[src/hw/rtl/pilot_mode_and_test_selector_macros.svh]
// assertion macros for the pilot mode and test selector
// expects clk and rst in the scope of each use
`ifndef PILOT_MODE_AND_TEST_SELECTOR_MACROS_SVH
`define PILOT_MODE_AND_TEST_SELECTOR_MACROS_SVH

`ifndef NO_ASSERTIONS
`define PMTS_ASSERT_SAME(label, ante, cons, msg) \
  label: assert property (@(posedge clk) disable iff (rst) (ante) |-> (cons)) else $error(msg);
`define PMTS_ASSERT_NEXT(label, ante, cons, msg) \
  label: assert property (@(posedge clk) disable iff (rst) (ante) |=> (cons)) else $error(msg);
`else
`define PMTS_ASSERT_SAME(label, ante, cons, msg)
`define PMTS_ASSERT_NEXT(label, ante, cons, msg)
`endif

`endif

[src/hw/rtl/pmts_pkg.sv]
// shared types, codes and constants of the pilot mode and test selector
// no dependencies
package pmts_pkg;

  localparam logic signed [15:0] HALF_Q14     = 16'sd8192;
  localparam logic signed [15:0] NEG_HALF_Q14 = -16'sd8192;

  localparam logic [1:0] MODE_STANDBY = 2'd0;
  localparam logic [1:0] MODE_INIT    = 2'd1;
  localparam logic [1:0] MODE_ENGAGE  = 2'd2;

  localparam logic [7:0] PERSIST_MAX      = 8'hFF;
  localparam logic [7:0] THRESHOLD_RESET  = 8'd5;
  localparam logic [7:0] TEST_COUNT_RESET = 8'd19;
  localparam logic [7:0] INDEX_RESET      = 8'd1;

  localparam int unsigned CFG_INDEX_W = 8;
  localparam logic [CFG_INDEX_W-1:0] REG_THRESHOLD  = 8'd0;
  localparam logic [CFG_INDEX_W-1:0] REG_TEST_COUNT = 8'd1;

  typedef struct packed {
    logic signed [15:0] mode_sw;
    logic signed [15:0] test_sw;
    logic signed [15:0] trig_sw;
    logic               auto_en;
    logic               fs;
  } pmts_in_t;

  typedef struct packed {
    logic [31:0] frame_counter;
    logic        engaged;
    logic [1:0]  mode;
    logic [7:0]  persist;
    logic        trig_armed;
    logic        arm;
    logic        excite;
    logic [7:0]  index;
  } pmts_state_t;

  typedef struct packed {
    logic [7:0] threshold;
    logic [7:0] test_count;
  } pmts_cfg_t;

endpackage

[src/hw/rtl/pmts_cfg.sv]
// configuration registers: trigger persistence threshold and test count
// depends on pmts_pkg
module pmts_cfg (
  input  logic                            clk,
  input  logic                            rst,
  input  logic                            cfg_valid,
  output logic                            cfg_ready,
  input  logic [pmts_pkg::CFG_INDEX_W-1:0] cfg_index,
  input  logic [7:0]                      cfg_data,
  output pmts_pkg::pmts_cfg_t             cfg
);
  import pmts_pkg::*;

  assign cfg_ready = 1'b1;

  // unknown indexes fall through and leave both registers alone
  always_ff @(posedge clk) begin
    if (rst) begin
      cfg.threshold  <= THRESHOLD_RESET;
      cfg.test_count <= TEST_COUNT_RESET;
    end else if (cfg_valid) begin
      unique case (cfg_index)
        REG_THRESHOLD:  cfg.threshold  <= cfg_data;
        REG_TEST_COUNT: cfg.test_count <= cfg_data;
        default: ;
      endcase
    end
  end

endmodule

[src/hw/rtl/pmts_step.sv]
// next-state logic for one frame: mode select, trigger debounce, test index
// depends on pmts_pkg
module pmts_step (
  input  pmts_pkg::pmts_in_t    frame,
  input  pmts_pkg::pmts_state_t st,
  input  pmts_pkg::pmts_cfg_t   cfg,
  output pmts_pkg::pmts_state_t st_next
);
  import pmts_pkg::*;

  logic       fired;
  logic [8:0] idx_up;

  assign idx_up = {1'b0, st.index} + 9'd1;

  always_comb begin
    st_next = st;
    fired   = 1'b0;
    st_next.frame_counter = st.frame_counter + 32'd1;
    if (frame.auto_en && !frame.fs) begin
      st_next.engaged = 1'b1;
      // exactly +0.5 holds mode, arm and excite
      if (frame.mode_sw <= NEG_HALF_Q14) begin
        st_next.mode   = MODE_STANDBY;
        st_next.arm    = 1'b0;
        st_next.excite = 1'b0;
      end else if (frame.mode_sw < HALF_Q14) begin
        st_next.mode   = MODE_INIT;
        st_next.arm    = 1'b0;
        st_next.excite = 1'b0;
      end else if (frame.mode_sw > HALF_Q14) begin
        st_next.mode = MODE_ENGAGE;
        st_next.arm  = 1'b1;
      end

      if (frame.trig_sw > HALF_Q14) begin
        if (st.persist != PERSIST_MAX) st_next.persist = st.persist + 8'd1;
        if (st_next.persist >= cfg.threshold && st.trig_armed) begin
          st_next.trig_armed = 1'b0;
          fired = 1'b1;
        end
      end else begin
        st_next.persist    = 8'd0;
        st_next.trig_armed = 1'b1;
      end

      if (fired) begin
        if (st_next.arm && frame.test_sw > NEG_HALF_Q14 && frame.test_sw < HALF_Q14) begin
          st_next.excite = ~st_next.excite;
        end else if (frame.test_sw <= NEG_HALF_Q14 && !st_next.excite) begin
          st_next.index = (st.index <= 8'd2) ? 8'd1 : st.index - 8'd1;
        end else if (frame.test_sw >= HALF_Q14 && !st_next.excite) begin
          st_next.index = (idx_up >= {1'b0, cfg.test_count}) ? cfg.test_count : idx_up[7:0];
        end
      end else if (frame.test_sw <= NEG_HALF_Q14 || frame.test_sw >= HALF_Q14) begin
        st_next.excite = 1'b0;
      end
    end else begin
      // drop back to reset values; the index is kept and the frame count still steps
      st_next.engaged    = 1'b0;
      st_next.mode       = MODE_STANDBY;
      st_next.persist    = 8'd0;
      st_next.trig_armed = 1'b1;
      st_next.arm        = 1'b0;
      st_next.excite     = 1'b0;
    end
  end

endmodule

[src/hw/rtl/pilot_mode_and_test_selector.sv]
// pilot mode and test selector, top level
// data path: an accepted word is held in the input register, then the state/result register drives the outputs
// throughput: one word per cycle; the input register and the state/result register
//   form a two-stage pipe that stalls only when an output word waits to be taken
// reset: synchronous, clears both stages, mode standby, index 1, config to defaults
// depends on pmts_pkg, pmts_cfg, pmts_step and the macros header
`include "pilot_mode_and_test_selector_macros.svh"

module pilot_mode_and_test_selector (
  input  logic                             clk,
  input  logic                             rst,
  input  logic                             in_valid,
  output logic                             in_ready,
  input  logic signed [15:0]               mode_switch,
  input  logic signed [15:0]               test_switch,
  input  logic signed [15:0]               trigger_switch,
  input  logic                             auto_enabled,
  input  logic                             failsafe,
  output logic                             out_valid,
  input  logic                             out_ready,
  output logic [31:0]                      frame_count,
  output logic                             auto_engaged,
  output logic [1:0]                       control_mode,
  output logic                             test_armed,
  output logic                             test_engaged,
  output logic [7:0]                       test_index,
  output logic [7:0]                       test_total,
  input  logic                             cfg_valid,
  output logic                             cfg_ready,
  input  logic [pmts_pkg::CFG_INDEX_W-1:0] cfg_index,
  input  logic [7:0]                       cfg_data
);
  import pmts_pkg::*;

  pmts_cfg_t   cfg;
  pmts_in_t    s1_word;
  logic        s1_valid;
  logic        s1_advance;
  pmts_state_t st;
  pmts_state_t st_next;

  pmts_cfg u_cfg (
    .clk       (clk),
    .rst       (rst),
    .cfg_valid (cfg_valid),
    .cfg_ready (cfg_ready),
    .cfg_index (cfg_index),
    .cfg_data  (cfg_data),
    .cfg       (cfg)
  );

  // state moves only when the result slot is free, so it stays in step with out
  assign s1_advance = s1_valid && (!out_valid || out_ready);
  assign in_ready   = !s1_valid || s1_advance;

  always_ff @(posedge clk) begin
    if (rst) begin
      s1_valid <= 1'b0;
    end else if (in_ready) begin
      s1_valid <= in_valid;
    end
  end

  always_ff @(posedge clk) begin
    if (in_ready && in_valid) begin
      s1_word.mode_sw <= mode_switch;
      s1_word.test_sw <= test_switch;
      s1_word.trig_sw <= trigger_switch;
      s1_word.auto_en <= auto_enabled;
      s1_word.fs      <= failsafe;
    end
  end

  pmts_step u_step (
    .frame   (s1_word),
    .st      (st),
    .cfg     (cfg),
    .st_next (st_next)
  );

  always_ff @(posedge clk) begin
    if (rst) begin
      st.frame_counter <= 32'd0;
      st.engaged       <= 1'b0;
      st.mode          <= MODE_STANDBY;
      st.persist       <= 8'd0;
      st.trig_armed    <= 1'b1;
      st.arm           <= 1'b0;
      st.excite        <= 1'b0;
      st.index         <= INDEX_RESET;
    end else if (s1_advance) begin
      st <= st_next;
    end
  end

  always_ff @(posedge clk) begin
    if (rst) begin
      out_valid <= 1'b0;
    end else if (s1_advance) begin
      out_valid <= 1'b1;
    end else if (out_ready) begin
      out_valid <= 1'b0;
    end
  end

  // the state register doubles as the result word
  assign frame_count  = st.frame_counter;
  assign auto_engaged = st.engaged;
  assign control_mode = st.mode;
  assign test_armed   = st.arm;
  assign test_engaged = st.excite;
  assign test_index   = st.index;
  assign test_total   = cfg.test_count;

  `PMTS_ASSERT_SAME(a_excite_needs_arm, out_valid && test_engaged, test_armed, "excite without arm")
  `PMTS_ASSERT_SAME(a_disengaged_standby, out_valid && !auto_engaged, control_mode == MODE_STANDBY && !test_armed, "not in standby while disengaged")
  `PMTS_ASSERT_NEXT(a_advance_gives_word, s1_advance, out_valid, "state moved without a result")
  `PMTS_ASSERT_NEXT(a_count_steps, s1_advance, frame_count == $past(frame_count) + 32'd1, "frame count did not step")

endmodule

[config.mk]
export PLATFORM = sky130hd
export DESIGN_NAME = pilot_mode_and_test_selector
export DESIGN_NICKNAME = d
export VERILOG_FILES = /design/src/hw/rtl/pmts_pkg.sv /design/src/hw/rtl/pmts_cfg.sv /design/src/hw/rtl/pmts_step.sv /design/src/hw/rtl/pilot_mode_and_test_selector.sv
export VERILOG_INCLUDE_DIRS = /design/src /design/src/hw/rtl
export SDC_FILE = /design/constraint.sdc
export NUM_CORES = 1
export LEC_CHECK = 0
export BUFFER_PORTS_ARGS = -buffer_cell sky130_fd_sc_hd__buf_2
export CORE_ASPECT_RATIO = 0.7
export CORE_MARGIN = 2
export CORE_UTILIZATION = 55
export DETAILED_ROUTE_END_ITERATION = 10
export PLACE_DENSITY_LB_ADDON = 0.08
export SYNTH_ARGS = -nofsm -noshare
export SYNTH_HDL_FRONTEND = slang
export SYNTH_SLANG_ARGS = --single-unit
[constraint.sdc]
create_clock -name clk -period 3.5 [get_ports clk]
set_clock_uncertainty 0.2 [all_clocks]
set_input_delay 0 -clock clk [delete_from_list [all_inputs] [get_ports clk]]
set_output_delay 0 -clock clk [all_outputs]
set_load 0.05 [all_outputs]
* Yosys cells after proc, flatten, opt, wreduce, memory -nomap -nowiden *
Index checks and enable logic that the tools add are counted.

storage, ports and cells
  register bits = 122
  input bits = 71

cells by class
  bitwise logic cells = 2
  eq/ne operators = 4
  reduce and logical (&&, ||, !) cells = 23
  order comparisons = 11
  $add $sub $neg = 4
  muxes and demuxes = 26

operator list
  kind                                                              count
  2-to-1 mux 8 bit                                                  7
  adder 32 x 1 -> 32 bit, second input constant                     1
  greater-than comparator 16 x 15 -> 1 bit, second input constant   2
  less-or-equal comparator 16 x 14 -> 1 bit, second input constant  2
  less-than comparator 16 x 15 -> 1 bit, second input constant      2
  >= comparator 16 x 15 -> 1 bit, second input constant             1
  greater-than comparator 16 x 14 -> 1 bit, second input constant   1
  2-to-1 mux 14 bit                                                 1
  2-to-1 mux 1 bit                                                  12
  2-to-1 mux 2 bit                                                  5
  adder 8 x 1 -> 9 bit, second input constant                       1
  >= comparator 9 x 8 -> 1 bit                                      1
  2-to-1 mux 9 bit                                                  1
  adder 8 x 1 -> 8 bit, second input constant                       1
  equality test 8 x 1 -> 1 bit, second input constant               1
  >= comparator 8 bit                                               1
  less-or-equal comparator 8 x 2 -> 1 bit, second input constant    1
  logical AND 1 bit                                                 8
  logical NOT 8 bit                                                 1
  inequality test 8 bit, second input constant                      1
  AND reduction 2 bit                                               4
  subtractor 8 x 1 -> 8 bit, second input constant                  1
  AND reduction 5 bit                                               1
  logical NOT 1 bit                                                 4
  other kinds (5)                                                   9

* Longest topological paths before layout *
Gate-level depths: netlist of run 1.

  word-level depth = 11
  depth in mapped cells = 14

* Cells and area by module *
Synthesis of run 1 repeated with hierarchy kept, for this count alone.

second synthesis, totals
  cells, all modules = 711
  area total of the unflattened synthesis = 7,151.9 um2

by module, submodules not included
  module                        area each (um2)  sequential area each (um2)  cells each  instances
  pilot_mode_and_test_selector  4,364.2          2,622.5                     336         1
  pmts_step                     2,077.0          0.0                         302         1
  pmts_cfg                      710.7            320.3                       73          1

* Worst setup path after synthesis of run 1 *
Ideal clock, no wire load.

  kind = flip-flop to flip-flop
  from = register, netlist name st[11]
  to = register, netlist name test_index[2]
  cell stages (with the launch flop) = 15
  arrival time = 2,737 ps
  setup slack = 430 ps
  required time = 3,167 ps
  cell sequence = dfxtp_1 > ha_1 > and2_1 > clkbuf_1 > nand4_2 > nand4_1 > xnor2_1 > ha_1 > a22o_1 > nor4_1 > o21ai_0 > and4_1 > buf_4 > o2111ai_1 > a31oi_1

on the way
  word-level cells in the longest chain between the ends = 10

RTL lines
  item                                                                  RTL line         RTL
  adder 8 x 1 -> 8 bit / inequality test 8 bit (equally long branches)  pmts_step.sv:37  if (st.persist != PERSIST_MAX) st_next.persist = st.persist + 8'd1;
  2-to-1 mux 8 bit (*)                                                  pmts_step.sv:37
  2-to-1 mux 8 bit (*)                                                  pmts_step.sv:36  if (frame.trig_sw > HALF_Q14) begin
  2-to-1 mux 8 bit (*)                                                  pmts_step.sv:20  if (frame.auto_en && !frame.fs) begin
  >= comparator 8 bit (*)                                               pmts_step.sv:38  if (st_next.persist >= cfg.threshold && st.trig_armed) begin
  logical AND 1 bit (*)                                                 pmts_step.sv:38
  2-to-1 mux 1 bit (*)                                                  pmts_step.sv:38
  2-to-1 mux 1 bit (*)                                                  pmts_step.sv:36
  2-to-1 mux 1 bit (*)                                                  pmts_step.sv:20
  AND reduction 5 bit (no source line) (*)                              n/a

Mark *: on every way between the ends. The rest lies on a longest branch, timed or not. The select of a mux whose other input is x is not followed.
A chain may end at the register's enable or synchronous reset.

* Final worst setup path of run 1 *
  from = register, netlist name test_index[1]
  to = register, netlist name test_index[1]

on the way
  word-level cells in the longest chain between the ends = 5

RTL lines
  item                          RTL line         RTL
  adder 8 x 1 -> 9 bit          pmts_step.sv:14  assign idx_up = {1'b0, st.index} + 9'd1;
  >= comparator 9 x 8 -> 1 bit  pmts_step.sv:53  st_next.index = (idx_up >= {1'b0, cfg.test_count}) ? cfg.test_count : idx_up[7:0];
  2-to-1 mux 8 bit              pmts_step.sv:53
  2-to-1 mux 8 bit              pmts_step.sv:52  end else if (frame.test_sw >= HALF_Q14 && !st_next.excite) begin
  2-to-1 mux 8 bit (*)          pmts_step.sv:50  end else if (frame.test_sw <= NEG_HALF_Q14 && !st_next.excite) begin

Marked as above.

==> metrics.txt, run 1 <==
worst path cell trace=ha_1 -> nand3_1 -> nor2_1 -> xor2_1 -> ha_1 -> and3_1 -> a221oi_1 -> o21a_1 -> and3_1 -> o21ai_0 -> a221oi_1; crit path to=test_index[1]; IO Port Bufs=125; critical path startpoint category=register; Die Ht=91.88 µm; Worst Hold Class=in2reg; Final Util=0.7061; Crit path required time=3600 ps; row cnt=32; Die Area=11900 µm²; Slew Limit Fails=0; I/O pin total=127; Slew @ Worst Pin=1103 ps; initial drt markers=210; pwr dens=437.9 nW/µm²; asr flop ratio synth=0; Routability Congestion=0.9258; Synth Warn #=0; DRT Wirelength=14.04 mm; syn_nets=691; vias in the first global route=4752; crit path max fanout=7; ANT nets after route=0; Lkg Pwr=3.142 nW; worst reg2reg startpoint=test_index[1]; Pre-antenna DRT Iters=5; post-synthesis cell count=599; Clock Latency Late Sink=410 ps; Layout area overhead=26.75%; Final min period=3214 ps; Slew HR=0.2648; hold_sp=mode_switch[1]; Largest delay share family, worst path=compound AO/OA/AOI/OAI gates; largest net degree at the start of global routing=67; Via density=5.329; global-route wire length before repair=23.06 mm; CP Data Arrival Time=3320 ps; Setup Viol. Count Final=0; r2r worst-path depth=11; mapped cell area=6067 µm²; Unique masters post-synth=60; FF+latch area=2943 µm²; TritonCTS Sinks=122; WHS=92.40 ps; Initial Util=0.5571; MaxCap Viol Count=0; stages on the worst setup path=11; CP endpoint kind=register; DRC=0; clk slew on worst S/H paths=60 ps; commonest non-fill, non-tap cell in the layout=buf_2; Worst Setup SP=test_index[1]; TritonCTS Buffers=17; sequential share of the synthesized area=0.4850; fill cell count=819; top_reg_cell synth=dfxtp_1; maximum clock insertion buffer count=2; achievable frequency=311.1 MHz; Buffers & Inverters on Critical Path=0; most frequent cells in the layout=buf_2 (125), dfxtp_1 (72), dlygate4sd3_1 (68); antenna violations before repair=0; drt wl/cell=15.46 µm; CTS tree=done; area taken by multi-input logic gates=2584 µm²; total power=3.367 mW; RSZ-0062 raised after global routing=no; Detailed Place HPWL=8.870 mm; CTS H-Tree Depth=4; global route overflow=0; CTS root buf=clkbuf_16; Hold Vio Cnt, Final=0; Crit Path Class=reg2reg; number of flops mapped to enable cells by yosys=50; Worst path max stage delay=460 ps; Max IR drop VDD=0.0004278 V; Core Footprint=10890 µm²; # diodes=0; post-layout net count=834; via count=4839; Max stage delay cell, worst path=dfxtp_1; post-route setup TNS=0 ps; pre-CTS setup slack=19.63 ps; Reg2Reg Setup Slack=290 ps; Syn Area/Cell=10.13 µm²; postcts setup bufs=0; reg-to-reg endpoint=test_index[1]; fin crit share=0.9183; worst setup slack after layout=285.9 ps; flops & latches, synth=122; Die Span X=129.5 µm; outcome=finished, final reports clean; GRT Total Usage=0.2474; share of cells above drive strength 1=0.2424
==> worst min path at each step <==
stage | endpoint | slack, ps | depth (start not counted)
6_report | s1_word[35] | 90 | 2
5_1_grt | s1_word[25] | 90 | 2
4_1_cts | s1_word[35] | 80 | 2
3_5_place_dp | s1_word[18] | -20 | 1
3_3_place_gp | s1_word[14] | -20 | 1
2_1_floorplan | s1_word[0] | -100 | 0
==> state kept, by name, indices dropped and copies added, names as in the netlist <==
signal	cells
auto_engaged	1
control_mode	2
frame_count	32
out_valid	1
s1_valid	1
s1_word	50
st	9
test_armed	1
test_engaged	1
test_index	8
u_cfg.cfg	16
==> cell usage after synthesis (11+ instances only) <==
cell type  count  area, µm²
a21oi_1       20      100.1
clkbuf_1      13      48.80
o21ai_0       18      90.09
mux2i_1       15      150.1
nand2_1       35      131.4
inv_1         24      90.09
and3_1        11      68.82
nor3_1        18      90.09
nand3_1       25      125.1
dfxtp_1       72       1441
xor2_1        19      166.4
edfxtp_1      50       1501
xnor2_1       21      183.9
nand4_1       12      75.07
nor2_1        65      244.0
ha_1          21      262.8
buf_4         52      390.4
==> kinds of logic after synthesis <==
kind of cell	after synthesis	share of synthesized area
other cells	1	0.0006181
flops	122	0.4850
xor+xnor	40	0.05774
simple gates	214	0.1939
mux	16	0.02660
fa+ha+maj	21	0.04331
buf+inv	96	0.09260
compound gates	89	0.1002
==> area by class of cell <==
type / count / share of cell area
clock inverters: 15 / 0.01660
inverters: 24 / 0.01171
well taps: 153 / 0.02489
repair buffers: 196 / 0.1728
clock buffers: 17 / 0.05532
flip-flops and latches: 122 / 0.3827
multi-input cells: 381 / 0.3360
==> stage by stage <==
stage	cell area, µm²	std cells
finish	7690	908
global route	7690	908
CTS	7670	908
detailed placement	6436	808
global placement	6436	808
floorplan	6067	599
==> per-layer routing <==
metal  track usage  up-vias  wire [µm]
li1              -     2385          -
met4       0.06810        0        134
met2        0.3987      195       6407
met1        0.3330     2244       6530
met5             0        -          0
met3       0.06243       15        965
==> where the power goes <==
group / total, mW / switching [mW] / internal (mW) / leakage [nW]
combinational: 0.199 / 0.103 / 0.0958 / 1.81
sequential: 1.54 / 0.0189 / 1.53 / 1.07
clock: 1.62 / 0.694 / 0.930 / 0.264
==> repair_timing <==
item,CTS,global route
hold endpoints to repair,74,0
setup endpoints to repair,5,8
resized for setup,1,5
hold buffers,68,0
(Power assumes the default switching activity.)
==> run 2, diff against run 1 <==
Settings changed: CORE_ASPECT_RATIO 0.7 to 0.5, GPL_TIMING_DRIVEN from default to 0.
==> run 2 against run 1 <==
  * Flip-flop and latch count stayed put
  * Non-clock buffer count is 65 higher
  * Count of clock-buffer cells in the layout stayed put
  * Worst setup slack worse by 42 ps
  * Combinational power is 7% higher
  * Die area is 0.31% higher
  * Register-to-register slack worse by 40 ps
  * Hold slack worse by 8.1 ps
  * Via count is 4.8% higher
  * Final area is 6.1% higher
  * Wire length is 3.1% higher
  * Critical path type unchanged
  * Largest power group unchanged
==> metrics.txt, run 2 (synthesis results as in run 1) <==
Core Footprint=10880 µm² (-0.11%); initial drt markers=311 (+48%); vias in the first global route=4885 (+2.8%); row cnt=27 (-16%); Layout area overhead=34.42%; DR top layer=met4; Logic pwr share=0.060 (about the same); commonest non-fill, non-tap cell in the layout=buf_2; Lkg Pwr=3.482 nW (+11%); fill cell count=752 (-8.2%); GRT Total Usage=0.2518 (+0.004346); Crit Path Class=reg2reg; I/O pin total=127 (unchanged); total power=3.565 mW (+5.9%); largest net degree at the start of global routing=44 (-34%); Max IR drop VDD=0.0003492 V (-18%); Setup Viol. Count Final=0 (unchanged); DRT Wirelength=14.47 mm (+3.1%); Worst Hold Class=in2reg; Slew HR=0.5658 (+0.3010); Switching Share=0.2401 (-0.002328); Worst Setup SP=st[11]; clk slew on worst S/H paths=60 ps (about the same); antenna violations before repair=0 (unchanged); Post-DP Area=6895 µm² (+7.1%); CTS root buf=clkbuf_16; r2r worst-path depth=13 (+2); # diodes=0 (unchanged); pre-CTS setup slack=-132.3 ps (-151.9 ps); share of cells above drive strength 1=0.2951 (+0.05274); Slew @ Worst Pin=651.3 ps (-451.5 ps); Reg2Reg Setup Slack=240 ps (-40 ps); clock power share=0.508 (+0.026); drt wl/cell=15.00 µm (-3.0%); maximum clock insertion buffer count=2 (unchanged); area taken by multi-input logic gates=2579 µm² (-0.19%); CP endpoint kind=register; IO Port Bufs=125 (unchanged); worst setup slack after layout=244.0 ps (-41.98 ps); Hold Vio Cnt, Final=0 (unchanged); most frequent cells in the layout=buf_2 (130), dfxtp_1 (69), nor2_1 (65); Pre-antenna DRT Iters=5 (unchanged); Flop pwr share=0.433 (-0.026); postcts setup bufs=0 (unchanged); DRC=0 (unchanged); Crit path required time=3570 ps (-30 ps); Die Area=11940 µm² (+0.31%); post-route setup TNS=0 ps (unchanged); global-route wire length before repair=23.83 mm (+3.3%); P_int=2.709 mW (+6.2%); Via density=5.256 (-1.4%); reg-to-reg endpoint=test_index[5]; crit path max fanout=10 (+3); outcome=finished, final reports clean; pwr dens=437.1 nW/µm² (-0.18%); worst reg2reg startpoint=st[11]; Slew Limit Fails=0 (unchanged); crit path to=test_index[5]; Die Ht=78.27 µm (-15%); TritonCTS Sinks=122 (unchanged); fin crit share=0.9303 (+0.01199); Detailed Place HPWL=8.976 mm (+1.2%); CTS H-Tree Depth=4 (unchanged); FF+latch area=2947 µm² (+0.13%); met2 routed WL=6.765 mm (+5.6%); Final min period=3256 ps (+41.98 ps); final non-filler cell area=8155 µm² (+6.1%); RSZ-0062 raised after global routing=no; Net Sw Power=0.8560 mW (+4.8%); critical path startpoint category=register; Reg with most FFs=s1_word; TritonCTS Buffers=17 (unchanged); CP Data Arrival Time=3330 ps (about the same); M1 wire length=6.784 mm (+3.9%); length of routed met3 wiring=711 µm (-26%); Initial Util=0.5577 (+0.0006408); MaxCap Viol Count=0 (unchanged); Die Span X=152.5 µm (+18%); ANT nets after route=0 (unchanged); Routability Congestion=0.8437 (-8.9%); CTS tree=done; Clock Latency Late Sink=420 ps (about the same); max reg flops=50 (unchanged); achievable frequency=307.1 MHz (-1.3%); global route overflow=0 (unchanged); post-layout net count=899 (+7.8%); via count=5072 (+4.8%)
## run 2: cell types whose count changed in the layout (fill, tap and decap cells not counted), moves of 3 or more
cell           previous run  this run
buf_4                     3        52
dfxtp_2                   0         3
dfxtp_1                  72        69
dlygate4sd3_1            68        64
clkbuf_1                  0        12
buf_2                   125       130
## run 2: stage by stage
step,std cells,hold WS (ps),util
floorplan,599,-101.1,-
global placement,869,-23.16,0.6319
detailed placement,870,-21.91,0.6339
CTS,966,72.84,0.7491
global route,965,90.69,0.7497
finish,965,84.35,0.7497
## run 2: critical path, stage by stage (launching register included)
cell	delay [ps]
dfxtp_2	350
ha_1	210
and2_2	250
nand4_4	160
nand4_1	120
xnor2_1	250
ha_1	310
a22o_1	200
nor4_1	280
o21ai_2	180
and4_1	180
buf_4	170
o2111ai_1	130
o211ai_1	110
## run 2: area by class of cell
| class | count | share of cell area |
|---|---|---|
| Sequential cell | 122 | 0.3613 |
| Multi-Input combinational cell | 381 | 0.3162 |
| Timing Repair Buffer | 190 | 0.1577 |
| Buffer | 71 | 0.05738 |
| Clock buffer | 17 | 0.05216 |
| Tap cell | 145 | 0.02225 |
| Clock inverter | 15 | 0.02194 |
| Inverter | 24 | 0.01105 |
## run 2: power by group through the flow
stage | registers [mW] | clock network (mW) | logic, mW
floorplan | 1.57 | 0 | 0.0760
global placement | 1.57 | 0 | 0.145
detailed placement | 1.57 | 0 | 0.149
CTS | 1.54 | 1.82 | 0.204
global route | 1.55 | 1.90 | 0.228
finish | 1.54 | 1.81 | 0.212
## run 2: metal layers
metal | vias up | track usage
met4 | 0 | 0.08333
li1 | 2518 | -
met3 | 21 | 0.06074
met1 | 2373 | 0.3283
met5 | - | 0
met2 | 160 | 0.4189
## run 2: worst min path at each step
| stage | startpoint | end | slack (ps) | cells after the start |
|---|---|---|---|---|
| finish | trigger_switch[13] | s1_word[15] | 80 | 2 |
| global route | mode_switch[12] | s1_word[46] | 90 | 2 |
| CTS | mode_switch[8] | s1_word[42] | 70 | 2 |
| detailed placement | trigger_switch[15] | s1_word[17] | -20 | 1 |
| global placement | trigger_switch[2] | s1_word[4] | -20 | 1 |
| floorplan | failsafe | s1_word[0] | -100 | 0 |
## run 2: timing repair
item	in CTS	in global routing
gates resized for setup	2	7
setup endpoints to repair	8	8
hold buffers	64	0
hold endpoints to repair	79	0
==> run 3, diff against run 2 <==
Clock period 3.5 ns to 3.4 ns, I/O delays scaled along.
==> run 3 against run 2 <==
  * Total power rose by 3.0%
  * Critical path type unchanged
  * Flip-flop and latch count did not move
  * Wire length rose by 1.2%
  * Highest routed layer unchanged
  * Via count rose by 0.61%
  * Critical path depth did not move
==> metrics.txt, run 3 (synthesis results as in run 1) <==
outcome=finished, final reports clean; total power=3.671 mW (+3.0%); Worst path max stage delay=350 ps (about the same); TritonCTS Sinks=122 (unchanged); Setup Viol. Count Final=0 (unchanged); area taken by multi-input logic gates=2599 µm² (+0.78%); initial drt markers=336 (+8.0%); Buffers & Inverters on Critical Path=1 (unchanged); Final Util=0.7512 (+0.001496); antenna violations before repair=0 (unchanged); FF+latch area=2947 µm² (unchanged); GRT Total Usage=0.2535 (+0.001718); ANT nets after route=0 (unchanged); Die Span X=152.5 µm (unchanged); Die Area=11940 µm² (unchanged); TritonCTS Buffers=17 (unchanged); via count=5103 (+0.61%); Die Ht=78.27 µm (unchanged); Slew Limit Fails=0 (unchanged); drt wl/cell=15.20 µm (+1.3%); Max IR drop VDD=0.0003603 V (+3.2%); Layout area overhead=34.69%; cell mode on critical path=ha_1; post-layout net count=898 (-0.11%); Largest delay share family, worst path=simple AND/OR/NAND/NOR gates; MaxCap Viol Count=0 (unchanged); clk slew on worst S/H paths=60 ps (about the same); Pre-antenna DRT Iters=5 (unchanged); Post-DP Area=6895 µm² (unchanged); DRC=0 (unchanged); maximum clock insertion buffer count=2 (unchanged); global route overflow=0 (unchanged); CTS tree=done; fin crit share=0.9352 (+0.004940); Reg with most FFs=s1_word; Core Footprint=10880 µm² (unchanged); share of cells above drive strength 1=0.2991 (+0.004023); I/O pin total=127 (unchanged); fill cell count=749 (-0.40%); Slew HR=0.5690 (+0.003208); achievable frequency=314.5 MHz (+2.4%); critical path startpoint category=register; Initial Util=0.5577 (unchanged); CTS H-Tree Depth=4 (unchanged); commonest non-fill, non-tap cell in the layout=buf_2; most frequent cells in the layout=buf_2 (130), dfxtp_1 (69), nor2_1 (65); Max stage delay cell, worst path=dfxtp_2; RSZ-0062 raised after global routing=no; Final min period=3180 ps (-76.23 ps); max reg flops=50 (unchanged); Slew @ Worst Pin=646.4 ps (-4.813 ps); Clock Latency Late Sink=420 ps (about the same); CTS root buf=clkbuf_16; largest net degree at the start of global routing=44 (unchanged); # diodes=0 (unchanged); Lkg Pwr=3.493 nW (+0.33%); crit path max fanout=10 (unchanged); Hold Vio Cnt, Final=0 (unchanged); row cnt=27 (unchanged); CP endpoint kind=register; IO Port Bufs=125 (unchanged); CP Data Arrival Time=3250 ps (-80 ps); Worst Hold Class=in2reg; global-route wire length before repair=23.94 mm (+0.47%); Crit Path Class=reg2reg; DRT Wirelength=14.65 mm (+1.2%); vias in the first global route=4905 (+0.41%); Routability Congestion=0.8437 (unchanged); Via density=5.294 (+0.72%); Detailed Place HPWL=8.976 mm (unchanged); stages on the worst setup path=13 (unchanged); worst path cell trace=ha_1 -> and2_2 -> nand4_4 -> nand4_1 -> xnor2_2 -> ha_1 -> a22o_1 -> nor4_2 -> o21ai_2 -> and4_1 -> buf_4 -> o2111ai_1 -> o211ai_1; Crit path required time=3470 ps (-100 ps); final non-filler cell area=8172 µm² (+0.20%); r2r worst-path depth=13 (unchanged); postcts setup bufs=0 (unchanged); worst hold stages=2 (unchanged); pwr dens=449.2 nW/µm² (+2.8%)
-- run 3: changes by cell type in the layout (fill, tap and decap cells not counted) --
cell and delta:
a221oi_1 -1, clkbuf_1 -1, nor4_2 +1, xnor2_2 +1, xnor2_1 -1, nor4_1 -1, a221oi_2 +1
-- run 3: routing by layer --
layer  vias up  share of wire  global-route usage
met1      2390           0.46              0.3251
met5         -              0                   0
met3        19          0.052             0.06240
met4         0          0.012             0.07870
li1       2514              -                   -
met2       180           0.48              0.4302
-- run 3: area by class of cell --
type / instances / share of cell area
clock buffers: 17 / 0.05206
multi-input cells: 381 / 0.3180
inverters: 24 / 0.01102
plain buffers: 70 / 0.05681
clock inverters: 15 / 0.02190
repair buffers: 190 / 0.1574
flip-flops and latches: 122 / 0.3606
well taps: 145 / 0.02220
-- run 3: power by group --
part | internal, mW | leakage (nW) | switching (mW)
clock | 1.11 | 0.297 | 0.751
sequential | 1.57 | 1.07 | 0.0193
combinational | 0.107 | 2.13 | 0.112
-- run 3: through the flow --
| step | hold slack (ps) | instances | setup slack (ps) | setup TNS (ps) |
|---|---|---|---|---|
| 2_1_floorplan | -101.1 | 599 | 330.2 | 0 |
| 3_3_place_gp | -23.16 | 869 | -156.6 | -839.9 |
| 3_5_place_dp | -21.91 | 870 | -232.3 | -1513 |
| 4_1_cts | 72.84 | 965 | 19.21 | 0 |
| 5_1_grt | 90.40 | 964 | 36.09 | 0 |
| 6_report | 84.85 | 964 | 220.2 | 0 |
-- run 3: path summary, 6_finish.rpt --
check / startpoint / to / slack [ps]
min: trigger_switch[13] / s1_word[15] / 80
min reg2reg: st[10] / st[10] / 250
max reg2reg: st[11] / test_index[5] / 220
max: st[11] / test_index[5] / 220
-- run 3: repair_timing --
item	in CTS	in global routing
hold endpoints to repair	79	0
hold buffers	64	0
setup endpoints to repair	8	8
gates resized for setup	2	10
